--- config.mk ---
export PLATFORM = sky130hd
export DESIGN_NAME = key_press_duration_classifier
export DESIGN_NICKNAME = d
export VERILOG_FILES = /design/src/sv/kpdc_pkg.sv /design/src/sv/kpdc_core.sv /design/src/sv/key_press_duration_classifier.sv
export SDC_FILE = /design/constraint.sdc
export NUM_CORES = 1
export LEC_CHECK = 0
export BUFFER_PORTS_ARGS = -buffer_cell sky130_fd_sc_hd__buf_2
export CORE_MARGIN = 2
export CORE_UTILIZATION = 50
export DETAILED_ROUTE_END_ITERATION = 10
export GPL_ROUTABILITY_DRIVEN = 0
export GPL_TIMING_DRIVEN = 0
export HOLD_SLACK_MARGIN = 0.15
export PLACE_DENSITY = 0.71
export SYNTH_ARGS = -nofsm -noshare
export SYNTH_HDL_FRONTEND = slang
export SYNTH_HIERARCHICAL = 1
export SYNTH_SLANG_ARGS = --single-unit
--- constraint.sdc ---
create_clock -name clk_i -period 3.7 [get_ports clk_i]
set_clock_uncertainty 0.2 [all_clocks]
set_input_delay 0.74 -clock clk_i [delete_from_list [all_inputs] [get_ports clk_i]]
set_output_delay 0.74 -clock clk_i [all_outputs]
set_load 0.01 [all_outputs]
--- src/sv/kpdc_pkg.sv ---
// ----------------------------------------------------------------------------
// kpdc_pkg
// Shared types and constants of the key press duration classifier.
// ----------------------------------------------------------------------------
package kpdc_pkg;

  localparam int unsigned KeyCountDefault = 5;
  localparam int unsigned LevelBits       = 5;
  localparam int unsigned KeyW            = 3;
  localparam int unsigned CountW          = 8;
  localparam int unsigned CfgIdxW         = 1;

  localparam logic [CountW-1:0] LongHoldReset     = CountW'(32 * 3);
  localparam logic [CountW-1:0] VeryLongHoldReset = CountW'(32 * 6);

  typedef enum logic [1:0] {
    MODE_IDLE  = 2'd0,
    MODE_DELAY = 2'd1,
    MODE_HOLD  = 2'd2
  } mode_e;

  typedef enum logic [1:0] {
    EV_SHORT     = 2'd0,
    EV_LONG      = 2'd1,
    EV_VERY_LONG = 2'd2
  } event_e;

  typedef enum logic {
    FUNC_EDGE = 1'b0,
    FUNC_TICK = 1'b1
  } func_e;

  typedef enum logic [CfgIdxW-1:0] {
    CFG_LONG_HOLD      = 1'b0,
    CFG_VERY_LONG_HOLD = 1'b1
  } cfg_idx_e;

  typedef struct packed {
    logic             valid;
    event_e           kind;
    logic [KeyW-1:0]  key;
  } result_t;

endpackage

--- src/sv/kpdc_core.sv ---
// ----------------------------------------------------------------------------
// kpdc_core
// Mode, latched key and hold counter; decides the event for each item.
// ----------------------------------------------------------------------------
module kpdc_core import kpdc_pkg::*; #(
  parameter int unsigned KEY_COUNT = KeyCountDefault
) (
  input  logic                 clk_i,
  input  logic                 rst_ni,
  input  logic                 accept_i,
  input  logic                 func_i,
  input  logic [KeyW-1:0]      edge_key_i,
  input  logic [LevelBits-1:0] key_levels_i,
  input  logic [CountW-1:0]    long_hold_i,
  input  logic [CountW-1:0]    very_long_hold_i,
  output result_t              result_o
);

  mode_e             mode_q, mode_d;
  logic [KeyW-1:0]   key_q, key_d;
  logic [CountW-1:0] count_q, count_d;
  logic [CountW-1:0] count_inc;
  logic              pressed;

  assign count_inc = count_q + CountW'(1);

  always_comb begin
    pressed = 1'b0;
    if (key_q < KeyW'(LevelBits)) begin
      pressed = !key_levels_i[key_q];
    end
  end

  always_comb begin
    mode_d   = mode_q;
    key_d    = key_q;
    count_d  = count_q;
    result_o = '{valid: 1'b0, kind: EV_SHORT, key: key_q};
    if (func_i == FUNC_EDGE) begin
      // latch a new press only when idle and the key exists
      if (mode_q != MODE_DELAY && mode_q != MODE_HOLD &&
          32'(edge_key_i) < KEY_COUNT) begin
        mode_d = MODE_DELAY;
        key_d  = edge_key_i;
      end
    end else begin
      unique case (mode_q)
        MODE_DELAY: begin
          count_d = CountW'(1);
          mode_d  = MODE_HOLD;
        end
        MODE_HOLD: begin
          if (pressed) begin
            count_d = count_inc;
            if (count_inc == very_long_hold_i) begin
              mode_d          = MODE_IDLE;
              result_o.valid  = 1'b1;
              result_o.kind   = EV_VERY_LONG;
            end else if (count_inc == long_hold_i) begin
              result_o.valid  = 1'b1;
              result_o.kind   = EV_LONG;
            end
          end else begin
            mode_d = MODE_IDLE;
            if (count_q < long_hold_i) begin
              result_o.valid = 1'b1;
              result_o.kind  = EV_SHORT;
            end
          end
        end
        default: begin
          // idle: drop the tick
        end
      endcase
    end
  end

  always_ff @(posedge clk_i or negedge rst_ni) begin
    if (!rst_ni) begin
      mode_q  <= MODE_IDLE;
      key_q   <= '0;
      count_q <= '0;
    end else if (accept_i) begin
      mode_q  <= mode_d;
      key_q   <= key_d;
      count_q <= count_d;
    end
  end

endmodule

--- src/sv/key_press_duration_classifier.sv ---
// ----------------------------------------------------------------------------
// key_press_duration_classifier
// Classifies presses on active-low keys as short, long or very long holds.
// ----------------------------------------------------------------------------
// Usage:
//   The input channel (in_valid_i/in_ready_o) carries either a key falling
//   edge (func_i = 0, edge_key_i) or a timer tick (func_i = 1) together with
//   the current key levels. Each transfer yields zero or one event on the
//   output channel (out_valid_o/out_ready_i): event_kind_o, event_key_o.
//   The configuration channel (cfg_valid_i/cfg_ready_o) writes the long and
//   very long thresholds; it is always ready and must be written only while
//   idle, which the block does not enforce. An event appears in the cycle
//   after the transfer that causes it. Throughput: one item per cycle. The
//   single output register sets this: a new item is taken whenever that
//   register is empty or being drained. If the receiver stalls with an event
//   pending, in_ready_o drops until the event is taken; items that produce no
//   event wait as well. Reset puts the block in idle with count and latched
//   key at zero and loads the thresholds with 96 and 192 ticks.
// ----------------------------------------------------------------------------
module key_press_duration_classifier import kpdc_pkg::*; #(
  parameter int unsigned KEY_COUNT = KeyCountDefault
) (
  input  logic                 clk_i,
  input  logic                 rst_ni,
  input  logic                 in_valid_i,
  output logic                 in_ready_o,
  input  logic                 func_i,
  input  logic [KeyW-1:0]      edge_key_i,
  input  logic [LevelBits-1:0] key_levels_i,
  output logic                 out_valid_o,
  input  logic                 out_ready_i,
  output logic [1:0]           event_kind_o,
  output logic [KeyW-1:0]      event_key_o,
  input  logic                 cfg_valid_i,
  output logic                 cfg_ready_o,
  input  logic [CfgIdxW-1:0]   cfg_index_i,
  input  logic [CountW-1:0]    cfg_data_i
);

  logic [CountW-1:0] long_hold_q;
  logic [CountW-1:0] very_long_hold_q;
  logic              in_accept;
  result_t           result;
  logic              out_valid_q, out_valid_d;
  event_e            kind_q;
  logic [KeyW-1:0]   key_q;

  assign cfg_ready_o = 1'b1;
  assign in_ready_o  = !out_valid_q || out_ready_i;
  assign in_accept   = in_valid_i && in_ready_o;

  always_ff @(posedge clk_i or negedge rst_ni) begin
    if (!rst_ni) begin
      long_hold_q      <= LongHoldReset;
      very_long_hold_q <= VeryLongHoldReset;
    end else if (cfg_valid_i) begin
      unique case (cfg_index_i)
        CFG_LONG_HOLD:      long_hold_q      <= cfg_data_i;
        CFG_VERY_LONG_HOLD: very_long_hold_q <= cfg_data_i;
        default: begin
        end
      endcase
    end
  end

  kpdc_core #(
    .KEY_COUNT(KEY_COUNT)
  ) u_core (
    .clk_i           (clk_i),
    .rst_ni          (rst_ni),
    .accept_i        (in_accept),
    .func_i          (func_i),
    .edge_key_i      (edge_key_i),
    .key_levels_i    (key_levels_i),
    .long_hold_i     (long_hold_q),
    .very_long_hold_i(very_long_hold_q),
    .result_o        (result)
  );

  always_comb begin
    out_valid_d = out_valid_q && !out_ready_i;
    if (in_accept) begin
      out_valid_d = result.valid;
    end
  end

  always_ff @(posedge clk_i or negedge rst_ni) begin
    if (!rst_ni) begin
      out_valid_q <= 1'b0;
    end else begin
      out_valid_q <= out_valid_d;
    end
  end

  // load payload only with a fresh event
  always_ff @(posedge clk_i) begin
    if (in_accept && result.valid) begin
      kind_q <= result.kind;
      key_q  <= result.key;
    end
  end

  assign out_valid_o  = out_valid_q;
  assign event_kind_o = kind_q;
  assign event_key_o  = key_q;

  a_kind_legal: assert property (@(posedge clk_i) disable iff (!rst_ni)
    out_valid_o |-> (event_kind_o != 2'd3))
    else $error("event kind out of range");

  a_key_exists: assert property (@(posedge clk_i) disable iff (!rst_ni)
    out_valid_o |-> (32'(event_key_o) < KEY_COUNT))
    else $error("event for a key that does not exist");

  a_no_overrun: assert property (@(posedge clk_i) disable iff (!rst_ni)
    (out_valid_o && !out_ready_i) |-> !in_ready_o)
    else $error("input taken while an event is stalled");

  a_event_after_transfer: assert property (@(posedge clk_i) disable iff (!rst_ni)
    (!out_valid_o && !in_accept) |=> !out_valid_o)
    else $error("event without a transfer");

endmodule
### After elaboration in Yosys (flattened, before gate mapping)

Index checks and enable logic that the tools add are counted.

* add/subtract/negate cells: 1
* magnitude comparators: 4
* equality and inequality tests: 9
* multiplexer cells: 17
* bitwise logic cells: 2
* reduce and logical (&&, ||, !) cells: 17

Operator list (number)
* $mux 3: 6
* $eq 8x8->1: 2
* $pmux 8 s2: 1
* $add 8x1->8 const B: 1
* $lt 8x8->1: 1
* $mux 2: 4
* $mux 8: 1
* $reduce_and 4->1: 2
* $lt 3x3->1 const B: 2
* $reduce_and 2->1: 3
* $logic_and 1x1->1: 5
* $lt 3x4->1 const B: 1
* $ne 2x1->1 const B: 2
* $ne 4x4->1 const B: 1
* $pmux 2 s2: 1
* $reduce_bool 2->1: 2
* $bmux 1 s3: 1
* $logic_not 1->1: 3
* $mux 1: 3
* $ne 3x1->1 const B: 1
* $reduce_and 3->1: 1
* $eq 2x1->1 const B: 1
* $eq 2x2->1 const B: 1
* $ne 2x2->1 const B: 1
* 2 further kinds: 3

* register bits: 35
* bits of input ports: 23
* logic and storage cells: 58

### Longest topological paths before layout

* depth in word-level cells: 8
* mapped depth: 11

### Cells and area by module

Netlist, hierarchy kept.

Modules (own cells, without submodules)
* kpdc_core: instances 1, cells an instance 132, area an instance 1272.5 um^2, seq. area each 325.3 um^2
* key_press_duration_classifier: instances 1, cells an instance 48, area an instance 832.0 um^2, seq. area each 580.6 um^2

### Least setup slack after synthesis

No wires, ideal clock.

* path kind: input to register
* start point: in key_levels_i[3]
* end point: reg key_q[0], in the netlist event_key_o[0], enable pin
* library setup time: 343 ps
* data arrival time: 2129 ps
* data required time: 3157 ps
* path slack: 1028 ps
* cell stages on the path: 6
* path through: mux4_2 o32a_2 nor2_4 a2bb2oi_1 nand2_1 nor2b_1

RTL lines
* start: declaration: line key_press_duration_classifier.sv:29 `input logic [LevelBits-1:0] key_levels_i,`
* end signal: assignment: line key_press_duration_classifier.sv:99 `key_q <= result.key;`
* end: declaration: line key_press_duration_classifier.sv:46 `logic [KeyW-1:0] key_q;`

==> flow_summary.toml <==
[run_status]
status = "finished clean"

[clock_network]
clk_transition_reported_paths_ns = 0.07
cts_setup_buffers = 0
ctsLongestPathBuffers = 2
clk_latency_ns = 0.29
cts_repair_resize_count = 0
cts_root_buf = "clkbuf_8"
cts_tree = "yes"
ctsHoldBuffers = 0
numCtsBuffers = 5
cts.sinks = 35
cts_htree_levels = 2

[grt]
grt_max_degree = 31
grt_antenna_before_repair = 0
grt_pass1_wl_um = 6637
grt.overflow.total = 0
grt_pass1_vias = 1483
gr-usage-all-layers = 0.1972

[critical_path]
arrival_ns = 2.68
r2r_slack_ns = 0.77
cp_max_fo = 7
end_kind = "flip-flop"
cp.required_ns = 3.45
criticalPathCategory = "flip-flop to flip-flop"
rr_endpoint = "event_key_o[0]"
worstRegToRegCells = 9
rr_startpoint = "u_core/count_q[0]"
startpoint_type = "flip-flop"

[synthesis]
synth_top_area_share = 0.3092
yosysTopAreaCell = "dfrtp_1"
syn_inst = 180
yosys_register_bits = 35
netlist_area_um2 = 2105
synth.distinct_cells = 45
synth_nets = 214
syn_area_per_cell_um2 = 11.69
synth_warnings = 6
post_synth_main_area_contributors = "dfrtp_1, mux2_2, edfxtp_1"
yosysSeqAreaShare = 0.4304

[floorplan]
die_area_um2 = 4744
die-height_um = 68.88
die_w_um = 68.88
ios = 31
start_util = 0.5224
design.core.area_um2 = 4029
rows = 23

[flow_run]
drv_cap = 0

[pwr]
p_leak_uw = 0.001096
p_per_area_nw_per_um2 = 501.0
seq_power_share = 0.458
switching_share = 0.3328
p_comb_frac = 0.327
vdd_drop_max_mv = 0.3712
p_int_uw = 799.7
finalPower_uw = 1199
p_switching_uw = 398.9
pwr-share-clk = 0.215

[sta]
rsz0062_at_grt = "false"
fmax_mhz = 341.7
relSlewSlack = 0.5502
fin_crit_sh = 0.7910
hold_viol = 0
setup_viol = 0
setup_tns_ns = 0
finalWorstSetupSlack_ns = 0.7732
holdWs_ns = 0.2869
drv_slew = 0
period_minus_slack_ns = 2.927
tightest_slew_ns = 0.6747

[routing]
drt_iter0_markers = 55
routed_wl_um = 4003
drt-vias-per-instance = 5.521
wl_per_cell_um = 14.99
drc = 0
firstDrtPassIters = 4
vias = 1474
ant_nets = 0

[place]
port_buffers = 29
dp_slack_ns = 0.7647
dp_hpwl_um = 3117
placed_area_um2 = 2312

[finish]
diodes = 0
final_area_um2 = 2392
nNetsFinal = 250
drive_gt1_frac = 0.3410
syn_to_final_growth_pct = 13.67

[worst_hold_path]
hold_class = "input port to asynchronous set/reset pin"
[worst max-delay path: stages (launching register included)]
cell,delay (ns)
dfrtp_1,0.48
ha_1,0.33
xnor2_1,0.31
xor2_1,0.17
nand4_1,0.13
and4b_1,0.33
nor2_1,0.07
a2bb2oi_1,0.15
nand2_1,0.09
nor2b_1,0.34
[through the flow]
step,util,instances
final,0.5938,267
after global routing,0.5938,267
after CTS,0.5938,267
after floorplan,-,180
after detailed placement,0.5739,259
after global placement,0.5739,259
[Yosys cell counts]
master	number
xnor2_1	11
ha_1	11
nor3_1	1
o31ai_1	1
conb_1	1
xor2_1	5
buf_2	1
nor2b_1	3
o41ai_2	3
nand2_1	9
nor2b_4	1
nand2b_1	4
nand3_1	3
dfstp_2	4
and2_1	2
nand4b_1	1
a211o_1	1
nand4_1	3
inv_1	11
o211a_1	1
a31oi_1	3
nand2b_4	2
o2111ai_2	1
o21ai_1	5
a21oi_1	3
xor3_1	1
nand2_2	2
mux4_2	1
buf_6	1
o311ai_0	1
nor2_4	1
and3_1	2
mux2_2	19
dfrtp_1	26
nand3_4	1
a2bb2oi_1	1
edfxtp_1	5
o32a_2	1
nor2_1	10
buf_4	1
nor2_2	1
a32o_1	1
o21ai_0	10
and4b_1	1
xnor3_1	3
[metal layers]
| metal | vias up | global-route usage | wire length, µm |
|---|---|---|---|
| met5 | - | 0 | 0 |
| met3 | 7 | 0.06006 | 170 |
| met4 | 0 | 0.08088 | 82 |
| met1 | 719 | 0.2339 | 1749 |
| li1 | 713 | - | - |
| met2 | 35 | 0.3329 | 2001 |
[registers in the layout, indices dropped and copies added, names as in the netlist]
signal and flops:
u_core/count_q 8, out_valid_o 1, long_hold_q 8, event_key_o 3, very_long_hold_q 8, event_kind_o 2
u_core/key_q 3, u_core/mode_q 2
[power groups by stage]
stage | sequential [µW] | combinational (µW) | clock, µW
global route | 564 | 435 | 282
floorplan | 542 | 299 | 0
global placement | 549 | 374 | 0
finish | 549 | 392 | 257
CTS | 550 | 395 | 265
detailed placement | 558 | 392 | 0
[placed cells by master (no fill, tap or decap), types with 2 or more instances in the layout]
master	n
ha_1	11
edfxtp_1	5
clkbuf_8	5
buf_2	30
a21oi_1	3
nor2b_1	3
xnor3_1	3
dfstp_2	4
dfrtp_1	26
mux2_2	19
nand2_1	9
nor2_1	10
a31oi_1	3
o41ai_2	3
clkinv_1	2
and3_1	2
nand3_1	3
and2_1	2
xnor2_1	11
xor2_1	5
nand2_2	2
nand4_1	3
o21ai_0	10
nand2b_4	2
o21ai_1	5
nand2b_1	4
inv_1	11
[worst max path at each step]
stage / start / end / cells past startpoint
detailed placement: key_levels_i[2] / event_key_o[0] / 7
global placement: key_levels_i[3] / event_key_o[1] / 7
global route: u_core/count_q[0] / event_kind_o[0] / 9
CTS: u_core/count_q[0] / event_key_o[1] / 9
finish: u_core/count_q[0] / event_key_o[0] / 9
floorplan: key_levels_i[3] / event_key_o[0] / 6
[kinds of logic (layout without fill, tap and decap cells)]
family	Yosys count	count (layout)	synth area share
buf+inv	14	51	0.03091
xor+xnor	20	20	0.1100
simple gates	47	47	0.1361
fa+ha+maj	11	11	0.06540
other cells	1	1	0.001782
flops	35	35	0.4304
mux	20	20	0.1124
compound gates	32	32	0.1130
[cell type report]
class                           instances  area [µm²]
Fill cell                             360        1637
Multi-Input combinational cell        131        1134
Sequential cell                        35       905.9
Timing Repair Buffer                   29       145.1
Clock buffer                            6       72.57
Tap cell                               50       62.56
Inverter                               11       41.29
Buffer                                  3       23.77
Clock inverter                          2       7.507
(Power assumes the default switching activity.)
